<file path="src/sv/bset_pkg.sv">
`default_nettype none
// ----------------------------------------------------------------------------
// bset_pkg
// Shared types, constants and helper functions of the Burning Ship escape-time
// core: fixed-point widths, register defaults, sequencer states and saturation.
// ----------------------------------------------------------------------------
package bset_pkg;

    // Field and datapath widths
    localparam int PIX_W    = 9;
    localparam int CFG_W    = 32;
    localparam int SPAN_W   = 31;
    localparam int LIMIT_W  = 16;
    localparam int CNT_W    = 16;
    localparam int Q_W      = 48;   // signed Q16.32
    localparam int MAG_W    = 47;   // magnitude of a Q16.32 value
    localparam int WIDE_W   = 50;   // headroom for sums before saturation
    localparam int PROD_W   = 94;   // full product of two magnitudes
    localparam int HALF_LO  = 24;   // low slice of a magnitude
    localparam int HALF_HI  = MAG_W - HALF_LO;
    localparam int PP_W     = 2 * HALF_LO;
    localparam int FRAC_W   = 32;
    localparam int STEP_W   = 3;
    localparam int IMAGE_SIDE_DEF = 512;

    // Register defaults, also used in place of a zero value
    localparam logic [SPAN_W-1:0]  DEFAULT_SPAN  = 31'd5368709;   // 0.02 in Q3.28
    localparam logic [LIMIT_W-1:0] DEFAULT_LIMIT = 16'd1000;

    // Escape threshold 256.0 in Q16.32
    localparam logic [Q_W-1:0] ESCAPE_R2 = 48'h0100_0000_0000;

    localparam logic signed [Q_W-1:0]    Q_MAX = 48'sh7FFF_FFFF_FFFF;
    localparam logic signed [Q_W-1:0]    Q_MIN = 48'sh8000_0000_0000;
    localparam logic signed [WIDE_W-1:0] W_MAX = 50'sh0_7FFF_FFFF_FFFF;
    localparam logic signed [WIDE_W-1:0] W_MIN = 50'sh3_8000_0000_0000;
    localparam logic [MAG_W-1:0]         MAG_MAX = 47'h7FFF_FFFF_FFFF;

    // Configuration register indexes
    typedef enum logic [1:0] {
        CFG_CENTER_REAL = 2'd0,
        CFG_CENTER_IMAG = 2'd1,
        CFG_VIEW_SPAN   = 2'd2,
        CFG_ITER_LIMIT  = 2'd3
    } cfg_index_t;

    // Sequencer states
    typedef enum logic [3:0] {
        S_IDLE,
        S_CR_MUL,
        S_CI_MUL,
        S_C_ADD,
        S_X_GO,
        S_X_WAIT,
        S_UPDATE,
        S_R_GO,
        S_R_WAIT,
        S_I_GO,
        S_I_WAIT,
        S_CHECK,
        S_OUT
    } bset_state_t;

    // Status of the shared multiplier
    typedef struct packed {
        logic busy;
        logic done;
    } mul_sts_t;

    // Clamp a wide signed sum to the Q16.32 range
    function automatic logic signed [Q_W-1:0] sat48(input logic signed [WIDE_W-1:0] v);
        logic signed [Q_W-1:0] r;
        priority if (v > W_MAX)
            r = Q_MAX;
        else if (v < W_MIN)
            r = Q_MIN;
        else
            r = v[Q_W-1:0];
        return r;
    endfunction

    // Magnitude of a Q16.32 value; the most negative value clamps to the maximum
    function automatic logic [MAG_W-1:0] mag48(input logic signed [Q_W-1:0] v);
        logic signed [Q_W-1:0] n;
        logic [MAG_W-1:0]      r;
        n = -v;
        priority if (!v[Q_W-1])
            r = v[MAG_W-1:0];
        else if (v == Q_MIN)
            r = MAG_MAX;
        else
            r = n[MAG_W-1:0];
        return r;
    endfunction

endpackage
`default_nettype wire

</file>
<file path="src/sv/bset_mulq.sv">
`default_nettype none
// ----------------------------------------------------------------------------
// bset_mulq
// Multi-cycle multiplier of two 47-bit magnitudes. One 24x24 partial product a
// cycle, registered, then accumulated; the result is the product truncated to
// Q16.32 and clamped to the largest positive value.
// ----------------------------------------------------------------------------
module bset_mulq (
    input  wire logic                        clk,
    input  wire logic                        rst_n,
    input  wire logic                        start,
    input  wire logic [bset_pkg::MAG_W-1:0]  opa,
    input  wire logic [bset_pkg::MAG_W-1:0]  opb,
    output logic      [bset_pkg::MAG_W-1:0]  result,
    output bset_pkg::mul_sts_t               sts
);

    localparam logic [bset_pkg::STEP_W-1:0] LAST_STEP = 3'd4;

    logic                            busy_reg;
    logic                            done_reg;
    logic [bset_pkg::STEP_W-1:0]     step_reg;
    logic [1:0]                      phase_reg;
    logic [bset_pkg::PP_W-1:0]       pp_reg;
    logic [bset_pkg::PROD_W-1:0]     acc_reg;

    logic [bset_pkg::HALF_LO-1:0]    a_lo;
    logic [bset_pkg::HALF_LO-1:0]    a_hi;
    logic [bset_pkg::HALF_LO-1:0]    b_lo;
    logic [bset_pkg::HALF_LO-1:0]    b_hi;
    logic [bset_pkg::HALF_LO-1:0]    mx;
    logic [bset_pkg::HALF_LO-1:0]    my;
    logic [bset_pkg::PP_W-1:0]       pp_next;
    logic [bset_pkg::PROD_W-1:0]     pp_shifted;
    logic [bset_pkg::PROD_W-1:0]     acc_next;
    logic                            overflow;

    // Split operands into a low and a high slice
    assign a_lo = opa[bset_pkg::HALF_LO-1:0];
    assign b_lo = opb[bset_pkg::HALF_LO-1:0];
    assign a_hi = {1'b0, opa[bset_pkg::MAG_W-1:bset_pkg::HALF_LO]};
    assign b_hi = {1'b0, opb[bset_pkg::MAG_W-1:bset_pkg::HALF_LO]};

    // Pick the slices of this step and form the partial product
    always_comb
    begin
        unique case (step_reg[1:0])
            2'd0:
            begin
                mx = a_lo;
                my = b_lo;
            end
            2'd1:
            begin
                mx = a_hi;
                my = b_lo;
            end
            2'd2:
            begin
                mx = a_lo;
                my = b_hi;
            end
            default:
            begin
                mx = a_hi;
                my = b_hi;
            end
        endcase
        pp_next = mx * my;
    end

    // Align the registered partial product and add it in
    always_comb
    begin
        unique case (phase_reg)
            2'd0:    pp_shifted = bset_pkg::PROD_W'(pp_reg);
            2'd1:    pp_shifted = bset_pkg::PROD_W'(pp_reg) << bset_pkg::HALF_LO;
            2'd2:    pp_shifted = bset_pkg::PROD_W'(pp_reg) << bset_pkg::HALF_LO;
            default: pp_shifted = bset_pkg::PROD_W'(pp_reg) << (2 * bset_pkg::HALF_LO);
        endcase
        acc_next = acc_reg + pp_shifted;
    end

    // Truncate to Q16.32 and clamp
    assign overflow = |acc_reg[bset_pkg::PROD_W-1:bset_pkg::FRAC_W+bset_pkg::MAG_W];
    assign result   = overflow ? bset_pkg::MAG_MAX
                               : acc_reg[bset_pkg::FRAC_W+bset_pkg::MAG_W-1:bset_pkg::FRAC_W];

    assign sts.busy = busy_reg;
    assign sts.done = done_reg;

    // Step counter and completion pulse
    always_ff @(posedge clk or negedge rst_n)
    begin
        if (!rst_n)
        begin
            busy_reg <= 1'b0;
            done_reg <= 1'b0;
            step_reg <= '0;
        end
        else if (start)
        begin
            busy_reg <= 1'b1;
            done_reg <= 1'b0;
            step_reg <= '0;
        end
        else if (busy_reg)
        begin
            step_reg <= step_reg + 3'd1;
            done_reg <= (step_reg == LAST_STEP);
            if (step_reg == LAST_STEP)
                busy_reg <= 1'b0;
        end
        else
        begin
            done_reg <= 1'b0;
        end
    end

    // Partial product register and accumulator
    always_ff @(posedge clk)
    begin
        if (start)
        begin
            acc_reg <= '0;
        end
        else if (busy_reg)
        begin
            if (step_reg != '0)
                acc_reg <= acc_next;
            if (step_reg != LAST_STEP)
            begin
                pp_reg    <= pp_next;
                phase_reg <= step_reg[1:0];
            end
        end
    end

    // Checks
    a_done_pulse: assert property (@(posedge clk) disable iff (!rst_n)
        done_reg |=> !done_reg)
        else $error("multiplier done held for more than one cycle");

    a_start_clears: assert property (@(posedge clk) disable iff (!rst_n)
        start |=> (busy_reg && step_reg == '0))
        else $error("multiplier did not restart on request");

    a_done_after_busy: assert property (@(posedge clk) disable iff (!rst_n)
        $rose(done_reg) |-> $past(busy_reg))
        else $error("multiplier done without a running product");

endmodule
`default_nettype wire

</file>
<file path="src/sv/burning_ship_escape_time_core.sv">
`default_nettype none
// ----------------------------------------------------------------------------
// burning_ship_escape_time_core
// Escape-time evaluator for the Burning Ship fractal in saturating Q16.32.
//
// Usage:
//   Input stream (s_axis_*): one request per pixel, carrying column and row.
//   Output stream (m_axis_*): one result per request: iteration count, inside
//   flag and the last z.
//   Configuration (cfg_*): view center, view span and iteration limit, written
//   while the core holds no request. Zero span and zero limit select defaults.
//   One request is worked on at a time; s_axis_tready is high only when idle.
//   Sequence: c is formed in S_CR_MUL, S_CI_MUL and S_C_ADD, then the
//   iterations run, then the result stands on the output in S_OUT.
//   Each iteration runs three 47x47 products through one shared 24x24
//   multiplier plus one update state and one escape check state.
//   A stalled receiver holds the result and the core accepts nothing new.
//   Reset restores the register defaults (center 0, span 0.02, limit 1000)
//   and leaves the core idle.
// ----------------------------------------------------------------------------
module burning_ship_escape_time_core #(
    parameter int IMAGE_SIDE = bset_pkg::IMAGE_SIDE_DEF
) (
    input  wire logic          clk,
    input  wire logic          rst_n,
    // Configuration write port
    input  wire logic          cfg_write,
    input  wire logic [1:0]    cfg_index,
    input  wire logic [31:0]   cfg_data,
    // Pixel requests
    input  wire logic          s_axis_tvalid,
    output logic               s_axis_tready,
    input  wire logic [23:0]   s_axis_tdata,   // [8:0] pixel_x, [17:9] pixel_y, zero pad
    // Results
    output logic               m_axis_tvalid,
    input  wire logic          m_axis_tready,
    output logic [119:0]       m_axis_tdata    // [15:0] iteration_count, [16] inside_set,
                                               // [64:17] final_real, [112:65] final_imag,
                                               // zero pad
);

    localparam int SIDE_LOG2 = $clog2(IMAGE_SIDE);
    localparam int SPROD_W   = bset_pkg::PIX_W + bset_pkg::SPAN_W;

    // Configuration registers
    logic signed [bset_pkg::CFG_W-1:0]   center_real_reg;
    logic signed [bset_pkg::CFG_W-1:0]   center_imag_reg;
    logic        [bset_pkg::SPAN_W-1:0]  view_span_reg;
    logic        [bset_pkg::LIMIT_W-1:0] iteration_limit_reg;

    bset_pkg::bset_state_t state_reg;
    bset_pkg::bset_state_t state_next;

    // Datapath registers
    logic        [bset_pkg::PIX_W-1:0]   px_reg;
    logic        [bset_pkg::PIX_W-1:0]   py_reg;
    logic        [SPROD_W-1:0]           prod_reg;
    logic signed [bset_pkg::Q_W-1:0]     cr_reg;
    logic signed [bset_pkg::Q_W-1:0]     ci_reg;
    logic signed [bset_pkg::Q_W-1:0]     zr_reg;
    logic signed [bset_pkg::Q_W-1:0]     zi_reg;
    logic        [bset_pkg::MAG_W-1:0]   ar_reg;
    logic        [bset_pkg::MAG_W-1:0]   ai_reg;
    logic        [bset_pkg::MAG_W-1:0]   sr_reg;
    logic        [bset_pkg::MAG_W-1:0]   si_reg;
    logic        [bset_pkg::CNT_W-1:0]   iter_reg;
    logic                                inside_reg;

    // Combinational signals
    logic        [bset_pkg::SPAN_W-1:0]  span_eff;
    logic        [bset_pkg::LIMIT_W-1:0] limit_eff;
    logic        [bset_pkg::PIX_W-1:0]   pix_sel;
    logic        [SPROD_W-1:0]           prod_next;
    logic signed [bset_pkg::CFG_W-1:0]   center_sel;
    logic signed [bset_pkg::WIDE_W-1:0]  corner_w;
    logic signed [bset_pkg::WIDE_W-1:0]  offset_w;
    logic signed [bset_pkg::Q_W-1:0]     c_next;
    logic signed [bset_pkg::Q_W-1:0]     nr;
    logic signed [bset_pkg::Q_W-1:0]     ni;
    logic        [bset_pkg::Q_W-1:0]     r2;
    logic        [bset_pkg::CNT_W:0]     iter_plus;
    logic                                escape;
    logic                                at_limit;
    logic                                in_accept;

    // Shared multiplier
    logic                                mul_start;
    logic        [bset_pkg::MAG_W-1:0]   mul_a;
    logic        [bset_pkg::MAG_W-1:0]   mul_b;
    logic        [bset_pkg::MAG_W-1:0]   mul_result;
    bset_pkg::mul_sts_t                  mul_sts;

    bset_mulq u_mulq (
        .clk    (clk),
        .rst_n  (rst_n),
        .start  (mul_start),
        .opa    (mul_a),
        .opb    (mul_b),
        .result (mul_result),
        .sts    (mul_sts)
    );

    // Zero span and zero limit fall back to the defaults
    assign span_eff  = (view_span_reg == '0) ? bset_pkg::DEFAULT_SPAN : view_span_reg;
    assign limit_eff = (iteration_limit_reg == '0) ? bset_pkg::DEFAULT_LIMIT
                                                   : iteration_limit_reg;

    // Form c: corner plus index times span over the image side
    assign pix_sel    = (state_reg == bset_pkg::S_CR_MUL) ? px_reg : py_reg;
    assign prod_next  = SPROD_W'(pix_sel) * SPROD_W'(span_eff);
    assign center_sel = (state_reg == bset_pkg::S_CI_MUL) ? center_real_reg : center_imag_reg;
    assign corner_w   = (bset_pkg::WIDE_W'(center_sel) <<< 4)
                      - $signed({{(bset_pkg::WIDE_W-bset_pkg::SPAN_W-3){1'b0}}, span_eff, 3'b000});
    assign offset_w   = $signed((bset_pkg::WIDE_W'(prod_reg) << 4) >> SIDE_LOG2);
    assign c_next     = bset_pkg::sat48(corner_w + offset_w);

    // New z from the cached squares and the cross product
    assign nr = bset_pkg::sat48($signed({3'b000, sr_reg}) - $signed({3'b000, si_reg})
                                + bset_pkg::WIDE_W'(cr_reg));
    assign ni = bset_pkg::sat48($signed({2'b00, mul_result, 1'b0})
                                + bset_pkg::WIDE_W'(ci_reg));

    // Escape test and iteration count
    assign r2        = {1'b0, sr_reg} + {1'b0, si_reg};
    assign escape    = (r2 > bset_pkg::ESCAPE_R2);
    assign iter_plus = {1'b0, iter_reg} + 17'd1;
    assign at_limit  = (iter_plus >= {1'b0, limit_eff});
    assign in_accept = s_axis_tvalid && s_axis_tready;

    // Next state
    always_comb
    begin
        state_next = state_reg;
        unique case (state_reg)
            bset_pkg::S_IDLE:   if (s_axis_tvalid) state_next = bset_pkg::S_CR_MUL;
            bset_pkg::S_CR_MUL: state_next = bset_pkg::S_CI_MUL;
            bset_pkg::S_CI_MUL: state_next = bset_pkg::S_C_ADD;
            bset_pkg::S_C_ADD:  state_next = bset_pkg::S_X_GO;
            bset_pkg::S_X_GO:   state_next = bset_pkg::S_X_WAIT;
            bset_pkg::S_X_WAIT: if (mul_sts.done) state_next = bset_pkg::S_UPDATE;
            bset_pkg::S_UPDATE: state_next = bset_pkg::S_R_GO;
            bset_pkg::S_R_GO:   state_next = bset_pkg::S_R_WAIT;
            bset_pkg::S_R_WAIT: if (mul_sts.done) state_next = bset_pkg::S_I_GO;
            bset_pkg::S_I_GO:   state_next = bset_pkg::S_I_WAIT;
            bset_pkg::S_I_WAIT: if (mul_sts.done) state_next = bset_pkg::S_CHECK;
            bset_pkg::S_CHECK:  state_next = (escape || at_limit) ? bset_pkg::S_OUT
                                                                  : bset_pkg::S_X_GO;
            bset_pkg::S_OUT:    if (m_axis_tready) state_next = bset_pkg::S_IDLE;
            default:            state_next = bset_pkg::S_IDLE;
        endcase
    end

    // Outputs and multiplier operand selection
    always_comb
    begin
        s_axis_tready = (state_reg == bset_pkg::S_IDLE);
        m_axis_tvalid = (state_reg == bset_pkg::S_OUT);
        mul_start     = (state_reg == bset_pkg::S_X_GO) || (state_reg == bset_pkg::S_R_GO)
                     || (state_reg == bset_pkg::S_I_GO);
        unique case (state_reg)
            bset_pkg::S_R_GO, bset_pkg::S_R_WAIT:
            begin
                mul_a = ar_reg;
                mul_b = ar_reg;
            end
            bset_pkg::S_I_GO, bset_pkg::S_I_WAIT:
            begin
                mul_a = ai_reg;
                mul_b = ai_reg;
            end
            default:
            begin
                mul_a = ar_reg;
                mul_b = ai_reg;
            end
        endcase
    end

    assign m_axis_tdata = {7'd0, zi_reg, zr_reg, inside_reg, iter_reg};

    // Configuration registers and sequencer state
    always_ff @(posedge clk or negedge rst_n)
    begin
        if (!rst_n)
        begin
            state_reg           <= bset_pkg::S_IDLE;
            center_real_reg     <= '0;
            center_imag_reg     <= '0;
            view_span_reg       <= bset_pkg::DEFAULT_SPAN;
            iteration_limit_reg <= bset_pkg::DEFAULT_LIMIT;
        end
        else
        begin
            state_reg <= state_next;
            if (cfg_write)
            begin
                unique case (bset_pkg::cfg_index_t'(cfg_index))
                    bset_pkg::CFG_CENTER_REAL: center_real_reg     <= $signed(cfg_data);
                    bset_pkg::CFG_CENTER_IMAG: center_imag_reg     <= $signed(cfg_data);
                    bset_pkg::CFG_VIEW_SPAN:   view_span_reg       <= cfg_data[bset_pkg::SPAN_W-1:0];
                    bset_pkg::CFG_ITER_LIMIT:  iteration_limit_reg <= cfg_data[bset_pkg::LIMIT_W-1:0];
                    default:                   view_span_reg       <= view_span_reg;
                endcase
            end
        end
    end

    // Datapath: latch the request, form c, iterate, count
    always_ff @(posedge clk)
    begin
        unique case (state_reg)
            bset_pkg::S_IDLE:
            begin
                if (in_accept)
                begin
                    px_reg   <= s_axis_tdata[bset_pkg::PIX_W-1:0];
                    py_reg   <= s_axis_tdata[2*bset_pkg::PIX_W-1:bset_pkg::PIX_W];
                    zr_reg   <= '0;
                    zi_reg   <= '0;
                    ar_reg   <= '0;
                    ai_reg   <= '0;
                    sr_reg   <= '0;
                    si_reg   <= '0;
                    iter_reg <= '0;
                end
            end
            bset_pkg::S_CR_MUL:
            begin
                prod_reg <= prod_next;
            end
            bset_pkg::S_CI_MUL:
            begin
                cr_reg   <= c_next;
                prod_reg <= prod_next;
            end
            bset_pkg::S_C_ADD:
            begin
                ci_reg <= c_next;
            end
            bset_pkg::S_UPDATE:
            begin
                zr_reg <= nr;
                zi_reg <= ni;
                ar_reg <= bset_pkg::mag48(nr);
                ai_reg <= bset_pkg::mag48(ni);
            end
            bset_pkg::S_R_WAIT:
            begin
                if (mul_sts.done)
                    sr_reg <= mul_result;
            end
            bset_pkg::S_I_WAIT:
            begin
                if (mul_sts.done)
                    si_reg <= mul_result;
            end
            bset_pkg::S_CHECK:
            begin
                if (escape)
                begin
                    inside_reg <= 1'b0;
                end
                else
                begin
                    iter_reg   <= iter_plus[bset_pkg::CNT_W-1:0];
                    inside_reg <= at_limit;
                end
            end
            default:
            begin
                iter_reg <= iter_reg;
            end
        endcase
    end

    // Checks
    a_one_at_a_time: assert property (@(posedge clk) disable iff (!rst_n)
        !(s_axis_tready && m_axis_tvalid))
        else $error("request taken while a result is pending");

    a_start_when_free: assert property (@(posedge clk) disable iff (!rst_n)
        mul_start |-> !mul_sts.busy)
        else $error("multiplier started while busy");

    a_done_while_waiting: assert property (@(posedge clk) disable iff (!rst_n)
        mul_sts.done |-> (state_reg == bset_pkg::S_X_WAIT || state_reg == bset_pkg::S_R_WAIT
                          || state_reg == bset_pkg::S_I_WAIT))
        else $error("multiplier finished outside a wait state");

    a_inside_at_limit: assert property (@(posedge clk) disable iff (!rst_n)
        (m_axis_tvalid && inside_reg) |-> (iter_reg == limit_eff))
        else $error("inside flag without reaching the iteration limit");

endmodule
`default_nettype wire

</file>
<file path="config.mk">
export PLATFORM = sky130hd
export DESIGN_NAME = burning_ship_escape_time_core
export DESIGN_NICKNAME = d
export VERILOG_FILES = /design/src/sv/bset_pkg.sv /design/src/sv/bset_mulq.sv /design/src/sv/burning_ship_escape_time_core.sv
export SDC_FILE = /design/constraint.sdc
export NUM_CORES = 2
export LEC_CHECK = 0
export BUFFER_PORTS_ARGS = -buffer_cell sky130_fd_sc_hd__buf_2
export CAP_MARGIN = 0
export CELL_PAD_IN_SITES_DETAIL_PLACEMENT = 0
export CELL_PAD_IN_SITES_GLOBAL_PLACEMENT = 1
export CORE_ASPECT_RATIO = 2
export CORE_MARGIN = 3
export CORE_UTILIZATION = 35
export CTS_CLUSTER_DIAMETER = 120
export DETAILED_ROUTE_END_ITERATION = 8
export PLACE_DENSITY_LB_ADDON = 0.1
export SETUP_SLACK_MARGIN = 0.05
export SLEW_MARGIN = 20
export SYNTH_ARGS = -nofsm -noshare
export SYNTH_HDL_FRONTEND = slang
export SYNTH_SLANG_ARGS = --single-unit
</file>
<file path="constraint.sdc">
create_clock -name clk -period 12.4 [get_ports clk]
set_input_delay 1.24 -clock clk [delete_from_list [all_inputs] [get_ports clk]]
set_output_delay 1.24 -clock clk [all_outputs]
set_load 0.05 [all_outputs]
</file>
==> impl_metrics.json <==
{
  "rrSetupSlack_ns": 1.98,
  "chipHeight_um": 671,
  "cts_buffers": 77,
  "htree_levels": 3,
  "finalMaxSlewViolations": 0,
  "seq_area_um2": 19300,
  "grt_start_max_net_pins": 101,
  "max_slew_margin_pct": 19.6,
  "die_width_um": 338,
  "hp-start": "u_mulq.acc_reg[13]$_SDFFE_PP0P_",
  "cts_tree": "yes",
  "layout.nets": 9970,
  "rsz0062_at_grt": "no",
  "timing.final.hold_violations": 0,
  "pwr-share-clk_pct": 27.5,
  "drc": 0,
  "ys_async_sr_fraction_pct": 17.3,
  "firstDrtPassIters": 6,
  "fin_setup_tns_ns": 0,
  "wire_per_inst_um": 27.5,
  "port_buffers": 171,
  "die_area_um2": 227000,
  "io_pins": 185,
  "ys_seq_elements": 694,
  "p_leak_uw": 0.0370,
  "grt_pass1_vias": 67600,
  "fillers": 22500,
  "clk_latency_ns": 0.74,
  "post-dp-hpwl_um": 263000,
  "r2r-start": "sr_reg[5]$_SDFFCE_PN0P_",
  "cp_max_fo": 46,
  "p_sw_uw": 3420,
  "grt-ovfl-total": 0,
  "comb_power_share_pct": 41.2,
  "num_vias": 63800,
  "antenna_found_initial": 12,
  "clock_path_buffers": 3,
  "min_to": "u_mulq.acc_reg[13]$_SDFFE_PP0P_",
  "yosysTopAreaCell": "fa_1",
  "finClkSkew_ns": 0.0436,
  "critPathMaxStageDelay_ns": 0.87,
  "synth_edf_count": 480,
  "sw_frac_of_total_pct": 37.0,
  "largest_reg_flops": 94,
  "grtUsageTotal_pct": 27.7,
  "cp_slowest_cell": "a311oi_1",
  "p_total_uw": 9250,
  "first_iter_violations": 3466,
  "areaGrowthSynthToFinish_pct": 8.36,
  "layout-drive-gt1-share_pct": 8.50,
  "vias_per_cell": 5.49,
  "cp_data_required_time_ns": 12.98,
  "finalWeightedCongestion": 0.946,
  "status": "complete, no violations",
  "synth_most_common_cell": "nand2_1",
  "core_um2": 219000,
  "synth_cells": 8724,
  "fin_crit_sh_pct": 84.0,
  "critical_path.most_common_cell": "a21oi_1",
  "cts.sinks": 694,
  "syn-cell-area_um2": 77300,
  "worstRegToRegCells": 30,
  "synthTopCellsByCount": "nand2_1 (1061), inv_1 (983), nor2_1 (810)",
  "crit_path_end_kind": "flop",
  "postSynthAreaPerCell_um2": 8.86,
  "finalSetupViolations": 0,
  "cts_hold_buf": 0,
  "yosysTopAreaCellShare_pct": 18.7,
  "min_period_ns": 10.42,
  "placement_rows": 243,
  "regToRegEndpoint": "ar_reg[26]$_SDFFCE_PN0P_",
  "p_int_uw": 5830,
  "ys_seq_area_share_pct": 25.0,
  "synth_top_flop_cell": "edfxtp_1",
  "vdd_ir_drop_max_mv": 0.132,
  "yosysUniqueCellTypes": 110,
  "grt_pass1_wl_um": 458000,
  "p_per_area_nw_per_um2": 110,
  "root_buffer": "clkbuf_16",
  "start_util_pct": 35.3,
  "worst_slew_pin_slew_ns": 1.20,
  "wl_um": 319000,
  "synthTopCellsByArea": "fa_1 (19%), edfxtp_1 (19%), ha_1 (9.3%), nand2_1 (5.2%), inv_1 (4.8%)",
  "max_freq_mhz": 96.0,
  "min_path_cells": 2,
  "drv_cap": 0,
  "yosysWarnings": 0,
  "cts_resized": 0,
  "seqPwrFrac_pct": 31.2,
  "drtAntennaViolNets": 0,
  "clkTransAtPathRegs_ns": 0.07,
  "startpoint_type": "flop",
  "multiInputGateArea_um2": 52700,
  "hold_class": "reg2reg",
  "post_cts_buffers": 0,
  "worstSetupPathType": "reg2reg",
  "crit_arrival_ns": 11.00
}
how the worst max path moves through the flow:
| stage | slack [ns] | end | cells after the start | from |
|---|---|---|---|---|
| final | 1.98 | ar_reg[26]$_SDFFCE_PN0P_ | 30 | sr_reg[5]$_SDFFCE_PN0P_ |
| after global routing | 1.37 | u_mulq.pp_reg[47]$_DFFE_PP_ | 34 | state_reg[3]$_DFFE_PN0P_ |
| after CTS | 2.02 | u_mulq.pp_reg[46]$_DFFE_PP_ | 33 | state_reg[3]$_DFFE_PN0P_ |
| after detailed placement | 2.07 | u_mulq.pp_reg[46]$_DFFE_PP_ | 33 | state_reg[3]$_DFFE_PN0P_ |
| after global placement | 1.92 | ar_reg[26]$_SDFFCE_PN0P_ | 32 | si_reg[1]$_SDFFCE_PN0P_ |
| after floorplan | 3.59 | u_mulq.pp_reg[46]$_DFFE_PP_ | 34 | state_reg[0]$_DFFE_PN0P_ |
cell type report:
class                           count  area share (%)
Multi-Input combinational cell   6580            63.0
Tap cell                         2940            4.39
Inverter                          984            4.41
Clock buffer                       97            2.52
Timing Repair Buffer              273            1.96
Sequential cell                   694            23.1
Clock inverter                     44           0.663
Antenna cell                        4          0.0120
cell usage in the layout, fill, tap and decap left out, drive strengths merged, types with 82 or more instances in the layout:
master / n
xor2: 134
o21bai: 82
ha: 576
a21o: 182
inv: 995
xnor2: 254
a21oi: 665
nand2: 1061
edfxtp: 480
nor2: 811
nand3: 114
buf: 273
and2: 149
clkbuf: 97
dfrtp: 102
nor3: 108
mux2: 145
dfxtp: 94
fa: 721
o21ai: 402
routing by layer:
metal	share of wire (%)	track usage [%]	wire length, um	vias to the layer above
met5	0.0041	0	13	-
met4	12	27.1	38800	2
met3	3.0	2.81	9660	784
met2	54	53.0	171000	1642
met1	31	24.7	99300	32000
li1	-	-	-	29400
power groups by stage:
stage / Combinational, uW / Clock (uW) / Sequential, uW
CTS: 3860 / 2620 / 2890
global placement: 3790 / 0 / 2940
detailed placement: 3840 / 0 / 2940
global route: 4280 / 2690 / 2900
finish: 3810 / 2540 / 2890
floorplan: 2860 / 0 / 2870
per-stage QoR:
step	cells	cell area (um^2)	hold slack (ns)	utilization, %	setup WS, ns
2_1_floorplan	8730	77300	0.421	-	3.59
3_3_place_gp	11500	81000	0.444	37.0	1.92
3_5_place_dp	11500	81100	0.453	37.0	2.07
4_1_cts	11600	83700	0.463	38.2	2.02
5_1_grt	11600	83700	0.473	38.2	1.37
6_report	11600	83700	0.459	38.2	1.98
worst max-delay path, delay by kind of cell (launching register included):
family,cells,cell delay [ns]
xor+xnor,1,0.68
simple gates,4,0.85
compound gates,20,6.03
buf+inv,2,0.55
fa+ha+maj,3,1.70
flops,1,0.41
logic make-up (layout without fill, tap and decap cells):
group / count (synthesis) / in the layout / share of synthesized area, %
AO/OA/AOI/OAI: 1923 / 1923 / 15.8
AND/OR/NAND/NOR: 2753 / 2753 / 16.1
multiplexers: 200 / 200 / 3.33
XOR/XNOR: 388 / 388 / 4.41
flip-flops: 694 / 694 / 25.0
adder cells (fa/ha/maj): 1309 / 1309 / 28.2
other: 1 / 11 / 0.00485
buffers and inverters: 1456 / 1398 / 7.18
Power figures use the tool's default switching activity.
